## src/sv/cdad_pkg.sv

```systemverilog
package cdad_pkg;

  // Field widths of the two channels.
  localparam int YEAR_W   = 14;
  localparam int MONTH_W  = 4;
  localparam int DAY_W    = 5;
  localparam int OFFSET_W = 21;

  // Internal widths. Years and day numbers are carried with a positive bias so that
  // every floor division below works on non-negative values.
  localparam int YS_W   = 15;
  localparam int DN_W   = 24;
  localparam int PART_W = 22;
  localparam int NUM_W  = 32;
  localparam int REM_W  = 9;
  localparam int MI_W   = 4;
  localparam int C_W    = 9;

  localparam int unsigned ERA_DAYS = 146097;

  // Input years are lifted by one era (400 years); the day number is lifted by seven eras,
  // so the year estimate comes out 3200 years high.
  localparam logic [YS_W-1:0] YEAR_BIAS_IN = 15'd400;
  localparam logic [DN_W-1:0] DN_BIAS = 24'(7 * ERA_DAYS);
  localparam logic signed [YS_W:0] YEAR_BIAS_OUT = 16'sd3200;

  // (10000*n + 14780) / 3652425 reduces to (400*n + 591) / 146097 exactly.
  localparam logic [NUM_W-1:0] EST_SCALE = 32'd400;
  localparam logic [NUM_W-1:0] EST_ROUND = 32'd591;

  // Reciprocals: floor(2^40 / 146097), 5243 / 2^19 for /100, ceil(2^28 / 3060).
  localparam logic [22:0] EST_MUL    = 23'((64'd1 << 40) / 64'd146097);
  localparam logic [12:0] DIV100_MUL = 13'd5243;
  localparam int          DIV100_SH  = 19;
  localparam logic [16:0] MI_MUL     = 17'((32'd268435456 + 32'd3059) / 32'd3060);
  localparam int          MI_SH      = 28;

  localparam logic [15:0] MI_SCALE = 16'd100;
  localparam logic [15:0] MI_ROUND = 16'd52;

  localparam logic signed [YS_W:0] YEAR_MIN = 16'sd1;
  localparam logic signed [YS_W:0] YEAR_MAX = 16'sd9999;

  typedef struct packed {
    logic [YEAR_W-1:0]          in_year;
    logic [MONTH_W-1:0]         in_month;
    logic [DAY_W-1:0]           in_day;
    logic signed [OFFSET_W-1:0] day_offset;
  } in_item_t;

  typedef logic [DN_W-1:0] daynum_t;

  typedef struct packed {
    logic [YS_W-1:0]  year_s;
    logic [REM_W-1:0] rem;
  } year_rem_t;

  typedef struct packed {
    logic [YEAR_W-1:0]  out_year;
    logic [MONTH_W-1:0] out_month;
    logic [DAY_W-1:0]   out_day;
    logic               out_of_range;
  } date_t;

  // Month index counted from March: (month + 9) mod 12 for month 0..15.
  function automatic logic [MI_W-1:0] march_month(input logic [MONTH_W-1:0] month);
    logic [4:0] s;
    s = {1'b0, month} + 5'd9;
    if (s >= 5'd24) begin
      s = s - 5'd24;
    end else if (s >= 5'd12) begin
      s = s - 5'd12;
    end
    return s[MI_W-1:0];
  endfunction

  // Days from March 1 to the first of the given March-based month: (mi*306 + 5) / 10.
  function automatic logic [8:0] month_start(input logic [MI_W-1:0] mi);
    logic [8:0] d;
    unique case (mi)
      4'd0:  d = 9'd0;
      4'd1:  d = 9'd31;
      4'd2:  d = 9'd61;
      4'd3:  d = 9'd92;
      4'd4:  d = 9'd122;
      4'd5:  d = 9'd153;
      4'd6:  d = 9'd184;
      4'd7:  d = 9'd214;
      4'd8:  d = 9'd245;
      4'd9:  d = 9'd275;
      4'd10: d = 9'd306;
      4'd11: d = 9'd337;
      4'd12: d = 9'd367;
      4'd13: d = 9'd398;
      4'd14: d = 9'd428;
      4'd15: d = 9'd459;
    endcase
    return d;
  endfunction

  // floor(x / 100), exact for x below 43690.
  function automatic logic [C_W-1:0] div100(input logic [YS_W-1:0] x);
    logic [27:0] p;
    p = 28'(x) * 28'(DIV100_MUL);
    return p[DIV100_SH +: C_W];
  endfunction

  // 365*y + y/4 - y/100 + y/400, given c = y/100.
  function automatic logic [DN_W-1:0] year_days(input logic [YS_W-1:0] y,
                                                 input logic [C_W-1:0] c);
    return 24'(y) * 24'd365 + 24'(y[YS_W-1:2]) - 24'(c) + 24'(c[C_W-1:2]);
  endfunction

endpackage

```

## src/sv/cdad_ifs.sv

```systemverilog
interface cdad_in_if;
  import cdad_pkg::*;

  logic                       valid;
  logic                       ready;
  logic [YEAR_W-1:0]          in_year;
  logic [MONTH_W-1:0]         in_month;
  logic [DAY_W-1:0]           in_day;
  logic signed [OFFSET_W-1:0] day_offset;

  modport source (output valid, output in_year, output in_month, output in_day,
                  output day_offset, input ready);
  modport sink (input valid, input in_year, input in_month, input in_day,
                input day_offset, output ready);
endinterface

interface cdad_out_if;
  import cdad_pkg::*;

  logic               valid;
  logic               ready;
  logic [YEAR_W-1:0]  out_year;
  logic [MONTH_W-1:0] out_month;
  logic [DAY_W-1:0]   out_day;
  logic               out_of_range;

  modport source (output valid, output out_year, output out_month, output out_day,
                  output out_of_range, input ready);
  modport sink (input valid, input out_year, input out_month, input out_day,
                input out_of_range, output ready);
endinterface

```

## src/sv/cdad_daynum.sv

```systemverilog
module cdad_daynum (
  input  logic                clk,
  input  logic                rst_n,
  input  logic                in_valid,
  output logic                in_ready,
  input  cdad_pkg::in_item_t  in_item,
  output logic                out_valid,
  input  logic                out_ready,
  output cdad_pkg::daynum_t   out_daynum
);
  import cdad_pkg::*;

  localparam int STAGES = 3;

  logic [STAGES-1:0] v_r, v_nxt, adv;

  logic [MI_W-1:0]          m_mar;
  logic [YS_W-1:0]          yp_r, yp_nxt, yp2_r;
  logic signed [PART_W-1:0] part_r, part_nxt, part2_r;
  logic [C_W-1:0]           c_r, c_nxt;
  logic [DN_W-1:0]          dn_r, dn_nxt;

  always_comb begin
    adv[STAGES-1] = !v_r[STAGES-1] || out_ready;
    for (int k = STAGES - 2; k >= 0; k--) begin
      adv[k] = !v_r[k] || adv[k+1];
    end
    v_nxt[0] = adv[0] ? in_valid : v_r[0];
    for (int k = 1; k < STAGES; k++) begin
      v_nxt[k] = adv[k] ? v_r[k-1] : v_r[k];
    end
  end

  always_ff @(posedge clk) begin
    if (!rst_n) begin
      v_r <= '0;
    end else begin
      v_r <= v_nxt;
    end
  end

  // January and February belong to the year before.
  always_comb begin
    m_mar    = march_month(in_item.in_month);
    yp_nxt   = 15'(in_item.in_year) + YEAR_BIAS_IN - 15'(m_mar >= 4'd10);
    part_nxt = $signed({in_item.day_offset[OFFSET_W-1], in_item.day_offset})
             + $signed(22'(month_start(m_mar)))
             + $signed(22'(in_item.in_day)) - 22'sd1;
    c_nxt    = div100(yp_r);
    dn_nxt   = year_days(yp2_r, c_r) + DN_BIAS + 24'(part2_r);
  end

  always_ff @(posedge clk) begin
    if (adv[0]) begin
      yp_r   <= yp_nxt;
      part_r <= part_nxt;
    end
    if (adv[1]) begin
      yp2_r   <= yp_r;
      part2_r <= part_r;
      c_r     <= c_nxt;
    end
    if (adv[2]) begin
      dn_r <= dn_nxt;
    end
  end

  assign in_ready   = adv[0];
  assign out_valid  = v_r[STAGES-1];
  assign out_daynum = dn_r;

endmodule

```

## src/sv/cdad_year_est.sv

```systemverilog
module cdad_year_est (
  input  logic                 clk,
  input  logic                 rst_n,
  input  logic                 in_valid,
  output logic                 in_ready,
  input  cdad_pkg::daynum_t    in_daynum,
  output logic                 out_valid,
  input  logic                 out_ready,
  output cdad_pkg::year_rem_t  out_item
);
  import cdad_pkg::*;

  localparam int STAGES = 6;

  logic [STAGES-1:0] v_r, v_nxt, adv;

  logic [NUM_W-1:0] num_r, num_nxt, num2_r;
  logic [DN_W-1:0]  dn1_r, dn2_r, dn3_r, dn4_r, dn5_r;
  logic [46:0]      est_p;
  logic [YS_W-1:0]  q0_r, q0_nxt;
  logic [NUM_W-1:0] r;
  logic [YS_W-1:0]  q_r, q_nxt;
  logic [YS_W-1:0]  qa_r, qb_r, qa5_r, qb5_r, qb_nxt;
  logic [C_W-1:0]   ca_r, cb_r, ca_nxt, cb_nxt;
  logic [DN_W-1:0]  la_r, lb_r, la_nxt, lb_nxt;
  logic [DN_W-1:0]  rem_a, rem_b, rem_sel;
  logic [YS_W-1:0]  y_nxt;
  year_rem_t        item_r;

  always_comb begin
    adv[STAGES-1] = !v_r[STAGES-1] || out_ready;
    for (int k = STAGES - 2; k >= 0; k--) begin
      adv[k] = !v_r[k] || adv[k+1];
    end
    v_nxt[0] = adv[0] ? in_valid : v_r[0];
    for (int k = 1; k < STAGES; k++) begin
      v_nxt[k] = adv[k] ? v_r[k-1] : v_r[k];
    end
  end

  always_ff @(posedge clk) begin
    if (!rst_n) begin
      v_r <= '0;
    end else begin
      v_r <= v_nxt;
    end
  end

  // The estimate from the top numerator bits is at most one short; the remainder fixes it.
  always_comb begin
    num_nxt = 32'(in_daynum) * EST_SCALE + EST_ROUND;
    est_p   = 47'(num_r[NUM_W-1:8]) * 47'(EST_MUL);
    q0_nxt  = est_p[46:32];
    r       = num2_r - 32'(q0_r) * 32'(ERA_DAYS);
    q_nxt   = q0_r + 15'(r >= 32'(ERA_DAYS));
    qb_nxt  = q_r - 15'd1;
    ca_nxt  = div100(q_r);
    cb_nxt  = div100(qb_nxt);
    la_nxt  = year_days(qa_r, ca_r);
    lb_nxt  = year_days(qb_r, cb_r);
    rem_a   = dn5_r - la_r;
    rem_b   = dn5_r - lb_r;
    // A negative remainder means the year estimate was one too high.
    if (rem_a[DN_W-1]) begin
      rem_sel = rem_b;
      y_nxt   = qb5_r;
    end else begin
      rem_sel = rem_a;
      y_nxt   = qa5_r;
    end
  end

  always_ff @(posedge clk) begin
    if (adv[0]) begin
      num_r <= num_nxt;
      dn1_r <= in_daynum;
    end
    if (adv[1]) begin
      q0_r   <= q0_nxt;
      num2_r <= num_r;
      dn2_r  <= dn1_r;
    end
    if (adv[2]) begin
      q_r   <= q_nxt;
      dn3_r <= dn2_r;
    end
    if (adv[3]) begin
      qa_r  <= q_r;
      qb_r  <= qb_nxt;
      ca_r  <= ca_nxt;
      cb_r  <= cb_nxt;
      dn4_r <= dn3_r;
    end
    if (adv[4]) begin
      la_r  <= la_nxt;
      lb_r  <= lb_nxt;
      qa5_r <= qa_r;
      qb5_r <= qb_r;
      dn5_r <= dn4_r;
    end
    if (adv[5]) begin
      item_r.year_s <= y_nxt;
      item_r.rem    <= rem_sel[REM_W-1:0];
    end
  end

  assign in_ready  = adv[0];
  assign out_valid = v_r[STAGES-1];
  assign out_item  = item_r;

  a_est_within_one: assert property (@(posedge clk) disable iff (!rst_n)
    v_r[1] |-> r < 32'(2 * ERA_DAYS))
    else $error("year estimate more than one era-day quotient short");

  a_rem_in_year: assert property (@(posedge clk) disable iff (!rst_n)
    v_r[4] |-> rem_sel < 24'd366)
    else $error("day within year out of range after correction");

endmodule

```

## src/sv/cdad_to_date.sv

```systemverilog
module cdad_to_date (
  input  logic                 clk,
  input  logic                 rst_n,
  input  logic                 in_valid,
  output logic                 in_ready,
  input  cdad_pkg::year_rem_t  in_item,
  output logic                 out_valid,
  input  logic                 out_ready,
  output cdad_pkg::date_t      out_date
);
  import cdad_pkg::*;

  localparam int STAGES = 2;

  logic [STAGES-1:0] v_r, v_nxt, adv;

  logic [15:0]              x;
  logic [32:0]              mi_p;
  logic [MI_W-1:0]          mi_r, mi_nxt;
  logic [REM_W-1:0]         rem_r;
  logic [YS_W-1:0]          ys_r;
  logic [8:0]               dd;
  logic                     yc;
  logic [MONTH_W-1:0]       mm;
  logic signed [YS_W:0]     yt;
  logic                     oor;
  date_t                    date_r, date_nxt;

  always_comb begin
    adv[STAGES-1] = !v_r[STAGES-1] || out_ready;
    for (int k = STAGES - 2; k >= 0; k--) begin
      adv[k] = !v_r[k] || adv[k+1];
    end
    v_nxt[0] = adv[0] ? in_valid : v_r[0];
    for (int k = 1; k < STAGES; k++) begin
      v_nxt[k] = adv[k] ? v_r[k-1] : v_r[k];
    end
  end

  always_ff @(posedge clk) begin
    if (!rst_n) begin
      v_r <= '0;
    end else begin
      v_r <= v_nxt;
    end
  end

  always_comb begin
    x      = 16'(in_item.rem) * MI_SCALE + MI_ROUND;
    mi_p   = 33'(x) * 33'(MI_MUL);
    mi_nxt = mi_p[MI_SH +: MI_W];

    // March-based months ten and eleven are January and February of the next year.
    yc = (mi_r >= 4'd10);
    if (yc) begin
      mm = mi_r - 4'd9;
    end else begin
      mm = mi_r + 4'd3;
    end
    dd  = 9'(rem_r) - month_start(mi_r) + 9'd1;
    yt  = $signed({1'b0, ys_r}) - YEAR_BIAS_OUT + $signed({15'd0, yc});
    oor = (yt < YEAR_MIN) || (yt > YEAR_MAX);

    if (oor) begin
      date_nxt = '{out_year: '0, out_month: '0, out_day: '0, out_of_range: 1'b1};
    end else begin
      date_nxt = '{out_year: yt[YEAR_W-1:0], out_month: mm, out_day: dd[DAY_W-1:0],
                   out_of_range: 1'b0};
    end
  end

  always_ff @(posedge clk) begin
    if (adv[0]) begin
      mi_r  <= mi_nxt;
      rem_r <= in_item.rem;
      ys_r  <= in_item.year_s;
    end
    if (adv[1]) begin
      date_r <= date_nxt;
    end
  end

  assign in_ready  = adv[0];
  assign out_valid = v_r[STAGES-1];
  assign out_date  = date_r;

  a_real_date: assert property (@(posedge clk) disable iff (!rst_n)
    v_r[1] && !date_r.out_of_range |->
      date_r.out_month >= 4'd1 && date_r.out_month <= 4'd12 && date_r.out_day != 5'd0)
    else $error("in-range result is not a calendar date");

  a_zero_when_oor: assert property (@(posedge clk) disable iff (!rst_n)
    v_r[0] && adv[1] && oor |=> date_r.out_year == '0 && date_r.out_month == '0)
    else $error("out-of-range result carries a non-zero date");

endmodule

```

## src/sv/calendar_date_add_days_unit.sv

```systemverilog
// Channel  Dir  Fields                                         Handshake
// in_ch    in   in_year, in_month, in_day, day_offset          valid / ready
// out_ch   out  out_year, out_month, out_day, out_of_range     valid / ready
//
// One transaction per cycle while out_ch accepts results. Each result passes through the
// eleven register stages: three build the day number, six estimate and correct the year,
// two split the remainder into month and day.
// Reset clears only the stage valid bits.
// When out_ch stalls the output stage holds; earlier stages keep filling empty slots,
// and in_ch.ready falls only once every stage holds a transaction.
module calendar_date_add_days_unit (
  input  logic        clk,
  input  logic        rst_n,
  cdad_in_if.sink     in_ch,
  cdad_out_if.source  out_ch
);
  import cdad_pkg::*;

  in_item_t  in_item;
  logic      dn_valid, dn_ready;
  daynum_t   dn;
  logic      yr_valid, yr_ready;
  year_rem_t yr;
  date_t     date;

  assign in_item = '{in_year: in_ch.in_year, in_month: in_ch.in_month,
                     in_day: in_ch.in_day, day_offset: in_ch.day_offset};

  cdad_daynum u_daynum (
    .clk        (clk),
    .rst_n      (rst_n),
    .in_valid   (in_ch.valid),
    .in_ready   (in_ch.ready),
    .in_item    (in_item),
    .out_valid  (dn_valid),
    .out_ready  (dn_ready),
    .out_daynum (dn)
  );

  cdad_year_est u_year_est (
    .clk       (clk),
    .rst_n     (rst_n),
    .in_valid  (dn_valid),
    .in_ready  (dn_ready),
    .in_daynum (dn),
    .out_valid (yr_valid),
    .out_ready (yr_ready),
    .out_item  (yr)
  );

  cdad_to_date u_to_date (
    .clk       (clk),
    .rst_n     (rst_n),
    .in_valid  (yr_valid),
    .in_ready  (yr_ready),
    .in_item   (yr),
    .out_valid (out_ch.valid),
    .out_ready (out_ch.ready),
    .out_date  (date)
  );

  assign out_ch.out_year     = date.out_year;
  assign out_ch.out_month    = date.out_month;
  assign out_ch.out_day      = date.out_day;
  assign out_ch.out_of_range = date.out_of_range;

endmodule

```

## src/flat_wrapper.sv

```systemverilog
// flat-port wrapper written by rule: the top's interface ports become plain ports
module calendar_date_add_days_unit_flat import cdad_pkg::*;
  (clk, rst_n, in_ch_valid, in_ch_in_year, in_ch_in_month, in_ch_in_day, in_ch_day_offset, in_ch_ready, out_ch_valid, out_ch_out_year, out_ch_out_month, out_ch_out_day, out_ch_out_of_range, out_ch_ready);
  cdad_in_if in_ch_i ();
  cdad_out_if out_ch_i ();
  input  logic clk;
  input  logic rst_n;
  input wire logic [$bits(in_ch_i.valid)-1:0] in_ch_valid;
  input wire logic [$bits(in_ch_i.in_year)-1:0] in_ch_in_year;
  input wire logic [$bits(in_ch_i.in_month)-1:0] in_ch_in_month;
  input wire logic [$bits(in_ch_i.in_day)-1:0] in_ch_in_day;
  input wire logic [$bits(in_ch_i.day_offset)-1:0] in_ch_day_offset;
  output wire logic [$bits(in_ch_i.ready)-1:0] in_ch_ready;
  output wire logic [$bits(out_ch_i.valid)-1:0] out_ch_valid;
  output wire logic [$bits(out_ch_i.out_year)-1:0] out_ch_out_year;
  output wire logic [$bits(out_ch_i.out_month)-1:0] out_ch_out_month;
  output wire logic [$bits(out_ch_i.out_day)-1:0] out_ch_out_day;
  output wire logic [$bits(out_ch_i.out_of_range)-1:0] out_ch_out_of_range;
  input wire logic [$bits(out_ch_i.ready)-1:0] out_ch_ready;
  assign in_ch_i.valid = in_ch_valid;
  assign in_ch_i.in_year = in_ch_in_year;
  assign in_ch_i.in_month = in_ch_in_month;
  assign in_ch_i.in_day = in_ch_in_day;
  assign in_ch_i.day_offset = in_ch_day_offset;
  assign in_ch_ready = in_ch_i.ready;
  assign out_ch_valid = out_ch_i.valid;
  assign out_ch_out_year = out_ch_i.out_year;
  assign out_ch_out_month = out_ch_i.out_month;
  assign out_ch_out_day = out_ch_i.out_day;
  assign out_ch_out_of_range = out_ch_i.out_of_range;
  assign out_ch_i.ready = out_ch_ready;
  calendar_date_add_days_unit u_core (.clk(clk), .rst_n(rst_n), .in_ch(in_ch_i), .out_ch(out_ch_i));
endmodule
```

## config.mk

```make
export PLATFORM = sky130hd
export DESIGN_NAME = calendar_date_add_days_unit_flat
export DESIGN_NICKNAME = d
export VERILOG_FILES = /design/src/sv/cdad_pkg.sv /design/src/sv/cdad_ifs.sv /design/src/sv/cdad_daynum.sv /design/src/sv/cdad_year_est.sv /design/src/sv/cdad_to_date.sv /design/src/sv/calendar_date_add_days_unit.sv /design/src/flat_wrapper.sv
export SDC_FILE = /design/constraint.sdc
export NUM_CORES = 2
export LEC_CHECK = 0
export ABC_AREA = 1
export BUFFER_PORTS_ARGS = -buffer_cell sky130_fd_sc_hd__buf_2
export CAP_MARGIN = 15
export CELL_PAD_IN_SITES_DETAIL_PLACEMENT = 0
export CELL_PAD_IN_SITES_GLOBAL_PLACEMENT = 2
export CORE_UTILIZATION = 35
export DETAILED_ROUTE_END_ITERATION = 7
export PLACE_DENSITY = 0.76
export SLEW_MARGIN = 30
export SYNTH_ARGS = -nofsm -noshare
export SYNTH_HDL_FRONTEND = slang
export SYNTH_SLANG_ARGS = --single-unit
```

## constraint.sdc

```tcl
create_clock -name clk -period 24.9 [get_ports clk]
set_input_delay 4.98 -clock clk [delete_from_list [all_inputs] [get_ports clk]]
set_output_delay 4.98 -clock clk [all_outputs]
set_load 0.05 [all_outputs]
```

[Word level (Yosys, flattened, before mapping)]
Memory sizes are Yosys's and may differ from the RTL's. A register that Yosys moved wholly into a read port is not among the register bits.
Cells that the tools add are included.
Storage, ports and cells
  bits in registers: 515
  bits in read-only memories: 288
  memories kept: 2
Memories
  (no name shown): depth 16, width 9, rd ports 1, clocked after Yosys merged registers in 0, write ports 0, line cdad_pkg.sv:80  | unique case (mi)
  (no name shown): depth 16, width 9, rd ports 1, clocked after Yosys merged registers in 1, write ports 0, line cdad_pkg.sv:80
Operators by class
  add/subtract/negate cells: 32
  multiply operators: 11
  $lt $le $gt $ge: 7
  mux-type cells: 7
  reductions and logical operators: 23
Operators by type and width (number)
  $mul 15x13->28 const B: 3
  $add 24x13->24: 2
  $add 24x7->24: 2
  $mul 15x9->24 const B: 2
  $sub 24x9->24: 2
  $mul 24x23->47 const B: 1
  $add 32x10->32 const B: 1
  $ge 32x18->1 const B: 1
  $mul 15x18->32 const B: 1
  $mul 16x17->32 const B: 1
  $sub 32x32->32: 1
  $mul 24x5->28 const B: 1
  $add 24x20->24 const B: 1
  $add 24x24->24: 1
  $sub 24x24->24: 1
  $add 21x10->22: 1
  $add 22x6->22: 1
  $sub 22x2->22 const B: 1
  $sub 9x9->9: 2
  $add 16x2->16: 1
  $add 16x6->16 const B: 1
  $gt 16x15->1 const B: 1
  $lt 16x2->1 const B: 1
  $mux 4: 4
  22 further kinds: 46

[Longest topological paths before layout]
  depth in word-level cells: 12
  depth in mapped cells: 47
  gate-level depth less buffers: 47

[Modules after synthesis]
A second synthesis with hierarchy kept.
Second synthesis, totals
  cells, all modules: 7345
  area total of the unflattened synthesis: 68644.6 um^2
By module, submodules not included
  cdad_year_est: instances 1, cells an instance 4804, area an instance 45652.5 um^2, sequential area each 10239.8 um^2
  cdad_daynum: instances 1, cells an instance 1651, area an instance 15019.4 um^2, sequential area each 3273.1 um^2
  cdad_to_date: instances 1, cells an instance 890, area an instance 7972.6 um^2, sequential area each 1581.5 um^2

[Least setup slack after synthesis]
Ideal clock, no wire load.
  path type: input-to-output
  start: input port out_ch_ready
  end: output port in_ch_ready
  arrival time: 10.354 ns
  required time: 19.920 ns
  setup slack: 9.566 ns
  cell stages on the path: 18
  buffers on the path: 0
  cells stage by stage: nor2_2 -> inv_2 -> nor2_4 -> inv_6 -> nor2_4 -> inv_2 -> nor2_1 -> inv_2 -> nor2_2 -> inv_2 -> nor2_1 -> inv_2 -> nor2_2 -> inv_2 -> nor2_4 -> nand2_2 -> nor2_4 -> nand2_4
Between the ends
  longest elaborated chain between the ends: 11
RTL lines
  from (decl): line flat_wrapper.sv:19  | input wire logic [$bits(out_ch_i.ready)-1:0] out_ch_ready;
  $logic_or 1x1->1: line cdad_to_date.sv:30  | adv[STAGES-1] = !v_r[STAGES-1] || out_ready;
  via u_core.u_to_date.adv[1]: line cdad_to_date.sv:15  | logic [STAGES-1:0] v_r, v_nxt, adv;
  $logic_or 1x1->1: line cdad_to_date.sv:32  | adv[k] = !v_r[k] || adv[k+1];
  $logic_or 1x1->1: line cdad_year_est.sv:31  | adv[STAGES-1] = !v_r[STAGES-1] || out_ready;
  via u_core.u_year_est.adv[5]: line cdad_year_est.sv:15  | logic [STAGES-1:0] v_r, v_nxt, adv;
  $logic_or 1x1->1: line cdad_year_est.sv:33  | adv[k] = !v_r[k] || adv[k+1];
  via u_core.u_year_est.adv[4]: line cdad_year_est.sv:15
  $logic_or 1x1->1: line cdad_year_est.sv:33
  via u_core.u_year_est.adv[3]: line cdad_year_est.sv:15
  $logic_or 1x1->1: line cdad_year_est.sv:33
  via u_core.u_year_est.adv[2]: line cdad_year_est.sv:15
  $logic_or 1x1->1: line cdad_year_est.sv:33
  via u_core.u_year_est.adv[1]: line cdad_year_est.sv:15
  $logic_or 1x1->1: line cdad_year_est.sv:33
  $logic_or 1x1->1: line cdad_daynum.sv:24  | adv[STAGES-1] = !v_r[STAGES-1] || out_ready;
  via u_core.u_daynum.adv[2]: line cdad_daynum.sv:15  | logic [STAGES-1:0] v_r, v_nxt, adv;
  $logic_or 1x1->1 (2 in series): line cdad_daynum.sv:26  | adv[k] = !v_r[k] || adv[k+1];
  to (decl): line flat_wrapper.sv:13  | output wire logic [$bits(in_ch_i.ready)-1:0] in_ch_ready;
The timed path passes the listed nets, and every way through them passes these cells.

[Worst setup path after layout]
Ends and elaborated chain as after synthesis.

==> qor.txt <==
LAYOUT
-------------------------------------------------------------------------------
Number of filler cells placed in the layout                               18400
Fraction of layout cells with a size suffix above 1                      0.0421
Area of the multi-input gates                                         43200 um2
Number of nets in the finished design                                      8693
Area growth from synthesis to layout                                      8.39%
Sequential Area                                                       15100 um2

GLOBAL ROUTE
-------------------------------------------------------------------------------
Met3 global-route usage                                                  0.0176
Pin count of the biggest net entering global routing                         74
Combined global-route utilization of all metal layers                     0.165
Peak-usage layer in the global routing report                              met2
Total grt overflow                                                            0
Global-route wire length before repair                                242000 um
Global routing met2 resource utilization                                  0.283
Number of global-route vias before repair                                 43900
Initial antenna violation count                                               3
Global-route track usage on met1                                          0.225

DETAILED ROUTING
-------------------------------------------------------------------------------
Post-DRT Antenna Nets                                                         0
Overall routed net length                                             149000 um
Number of iterations in the first detailed-routing pass                       5
Average vias per placed instance                                           4.55
DRC violation count after routing                                             0
Total number of vias                                                      41400
Average wire length per cell after detail routing                       16.4 um
Violation count after the first detailed-route iteration                   1713

DIE
-------------------------------------------------------------------------------
Floorplan row count                                                         157
DIE WIDTH                                                                433 um
Core Box Area                                                        184000 um2
Die area                                                             188000 um2
Number of top-level design ports                                             74
Initial core utilization                                                  0.354
Floorplan die height                                                     433 um

LOGIC SYNTHESIS
-------------------------------------------------------------------------------
Count leader, synth                                                sky130_fd_sc_hd__inv_1
Sequential fraction of the synthesis area                                 0.232
Count of flip-flops with a built-in enable after synthesis                  492
Most area-consuming cells after synthesis                          sky130_fd_sc_hd__fa_1 26%, sky130_fd_sc_hd__ha_1 24%, sky130_fd_sc_hd__edfxtp_1 23%
Ys async rst share                                                            0
Commonest cells in the netlist                                     1776 x sky130_fd_sc_hd__inv_1, 1232 x sky130_fd_sc_hd__ha_1, 835 x sky130_fd_sc_hd__fa_1
Cell taking the most area after synthesis                          sky130_fd_sc_hd__fa_1
Cell variety after synth                                                     65
Net count after synthesis                                                  8559
Avg Synthesized Cell Area                                              10.1 um2
Predominant post-synthesis flop cell                               sky130_fd_sc_hd__edfxtp_1
Cell Area, Synth                                                      65100 um2
Number of synthesized register bits                                         508
Number of instances in the synthesized netlist                             6444
Yosys warning total                                                           0
Proportion of netlist area held by the largest area contributor           0.257

SETUP PATH
-------------------------------------------------------------------------------
Top Family by Delay on Critical Path                               buffers and inverters
Data arrival time of the worst path                                     9970 ps
Sort of element at the end of the critical path                      output pin
Slowest cell on the critical path                                  sky130_fd_sc_hd__buf_4
Number of buffer and inverter stages on the critical path                    10
Critical path cell sequence                                        buf_2 > nor2_2 > inv_2 > nor2_4 > inv_6 > nor2_4 > inv_2 > nor2_1 > clkinv_2 > nor2_2 > inv_2 > nor2_1 > inv_2 > nor2_2 > inv_2 > buf_4 > nor2_4 > nand2_2 > nor2_4 > nand2_4 > buf_2
Crit path kind                                                     input port to output pin
Worst Path Max Fanout                                                        67
Highest cell delay on the worst timing path                              660 ps
Flop2flop setup slack                                                  15640 ps
Type of origin of the critical path                                  input port
Cell type with the highest occurrence count on the critical path   sky130_fd_sc_hd__inv_2
Req. time, crit path                                                   19920 ps

TIMING
-------------------------------------------------------------------------------
Pin slew with the least headroom to its limit                            922 ps
Count of final setup violators                                                0
Total negative slack                                                       0 ps
Relative slew slack                                                       0.386
Unrepaired setup endpoints after global routing                              no
Time the worst path needs with I/O delays and setup                    14950 ps
Count of final max-slew check failures                                        0
Period Utilization, post-route                                            0.600
Number of hold-slack violations in the final timing report                    0
Clock Skew                                                              55.2 ps
Fmax achieved                                                          66.9 MHz

PLACEMENT
-------------------------------------------------------------------------------
Number of input and output port buffers inserted                             73
Post-detailed-placement half-perimeter wirelength                     131000 um
Final Wtd Congestion                                                      0.875

WORST HOLD PATH
-------------------------------------------------------------------------------
Worst min path class                                               flop to flop

CLOCK TREE
-------------------------------------------------------------------------------
Resize count post-CTS                                                         0
Max Root-Sink Buffers                                                         3
Clock latency reported for the late side of the worst-skew pair          680 ps
Clock transition at the registers of the reported paths                   70 ps
Sink count of the clock tree                                                508
Number of buffers created by CTS                                             57
CTS H-tree depth                                                              2
TritonCTS clock tree                                                       done
CTS Root Cell                                                      sky130_fd_sc_hd__clkbuf_16
Buffers inserted during post-CTS setup optimization                           0
CTS Hold Bufs                                                                 0

RUN
-------------------------------------------------------------------------------
Number of max-capacitance violations reported                                 0

RUN STATUS
-------------------------------------------------------------------------------
Status                                                             finished clean

-- metrics by stage --
stage           util  hold slack (ps)  instance area, um2  setup slack (ps)  std cells
6_report       0.384              392               70600              9950       9095
5_1_grt        0.384              383               70600              9370       9093
4_1_cts        0.384              377               70500              9800       9090
3_5_place_dp   0.373              405               68600              9800       8982
3_3_place_gp   0.373              403               68600              9910       8982
2_1_floorplan      -              400               65100              9570       6444
-- per-layer routing --
layer | routed length, um | up-vias
met2 | 73400 | 382
met3 | 3540 | 126
met1 | 69800 | 20200
met4 | 2660 | 2
li1 | - | 20600
met5 | 13 | -
-- cells by family after synthesis --
family	count (synthesis)	synth area share
fa+ha+maj	2067	0.494
buf+inv	1804	0.104
simple gates	1176	0.0795
compound gates	604	0.0521
flops	508	0.232
xor+xnor	284	0.0386
mux	1	0.000154
-- placed cells by master, fill, tap and decap left out, drive strengths merged, types with 4 or more instances in the layout --
cell type and instances:
nand3b 12, buf 82, clkbuf 73, or2 4, edfxtp 492, a21oi 305, nor3 33, nand4 53
clkinv 22, nor2 260, a31oi 15, o211ai 20, ha 1232, xor2 203, nand2 649, nor4 20
bufinv 5, diode 4, o21ai 162, a21boi 14, o31ai 10, dfxtp 16, a21o 11, xnor2 81
inv 1802, fa 835, o21a 20, nand3 135, o21bai 22, a211oi 13
-- worst paths after layout --
kind	startpoint	end	cells after the start
worst min-delay path	u_core.u_year_est.dn1_r[10]	u_core.u_year_est.dn2_r[10]	0
worst max register to register	u_core.u_year_est.out_item[0]	flop	38
worst max-delay path	out_ch_ready	in_ch_ready	21
worst min register to register	u_core.u_year_est.dn1_r[10]	u_core.u_year_est.dn2_r[10]	0
-- layout make-up --
class,instances,share of cell area
Multi-Input combinational cell,4132,0.613
Sequential cell,508,0.214
Inverter,1797,0.0957
Tap cell,2464,0.0437
Clock buffer,73,0.0219
Timing Repair Buffer,82,0.00631
Clock inverter,35,0.00582
Antenna cell,4,0.000142
-- sequential cells by signal, summed over array words and instances (netlist names), 15 cells and up, named ones only --
register / cells
u_core.u_year_est.num2_r: 26
u_core.u_year_est.num_r: 26
u_core.u_daynum.out_daynum: 24
u_core.u_to_date.out_date: 24
u_core.u_year_est.dn1_r: 24
u_core.u_year_est.dn2_r: 24
u_core.u_year_est.dn3_r: 24
u_core.u_year_est.dn4_r: 24
u_core.u_year_est.dn5_r: 24
u_core.u_year_est.la_r: 24
u_core.u_year_est.out_item: 24
u_core.u_daynum.part2_r: 22
u_core.u_daynum.part_r: 22
u_core.u_daynum.yp2_r: 15
u_core.u_daynum.yp_r: 15
u_core.u_to_date.ys_r: 15
u_core.u_year_est.q0_r: 15
u_core.u_year_est.q_r: 15
u_core.u_year_est.qa5_r: 15
u_core.u_year_est.qa_r: 15
u_core.u_year_est.qb5_r: 15
u_core.u_year_est.qb_r: 15
Power is left out: the tool's default activity adds up to more than one toggle a clock period on the data nets, which glitch-free logic cannot reach.
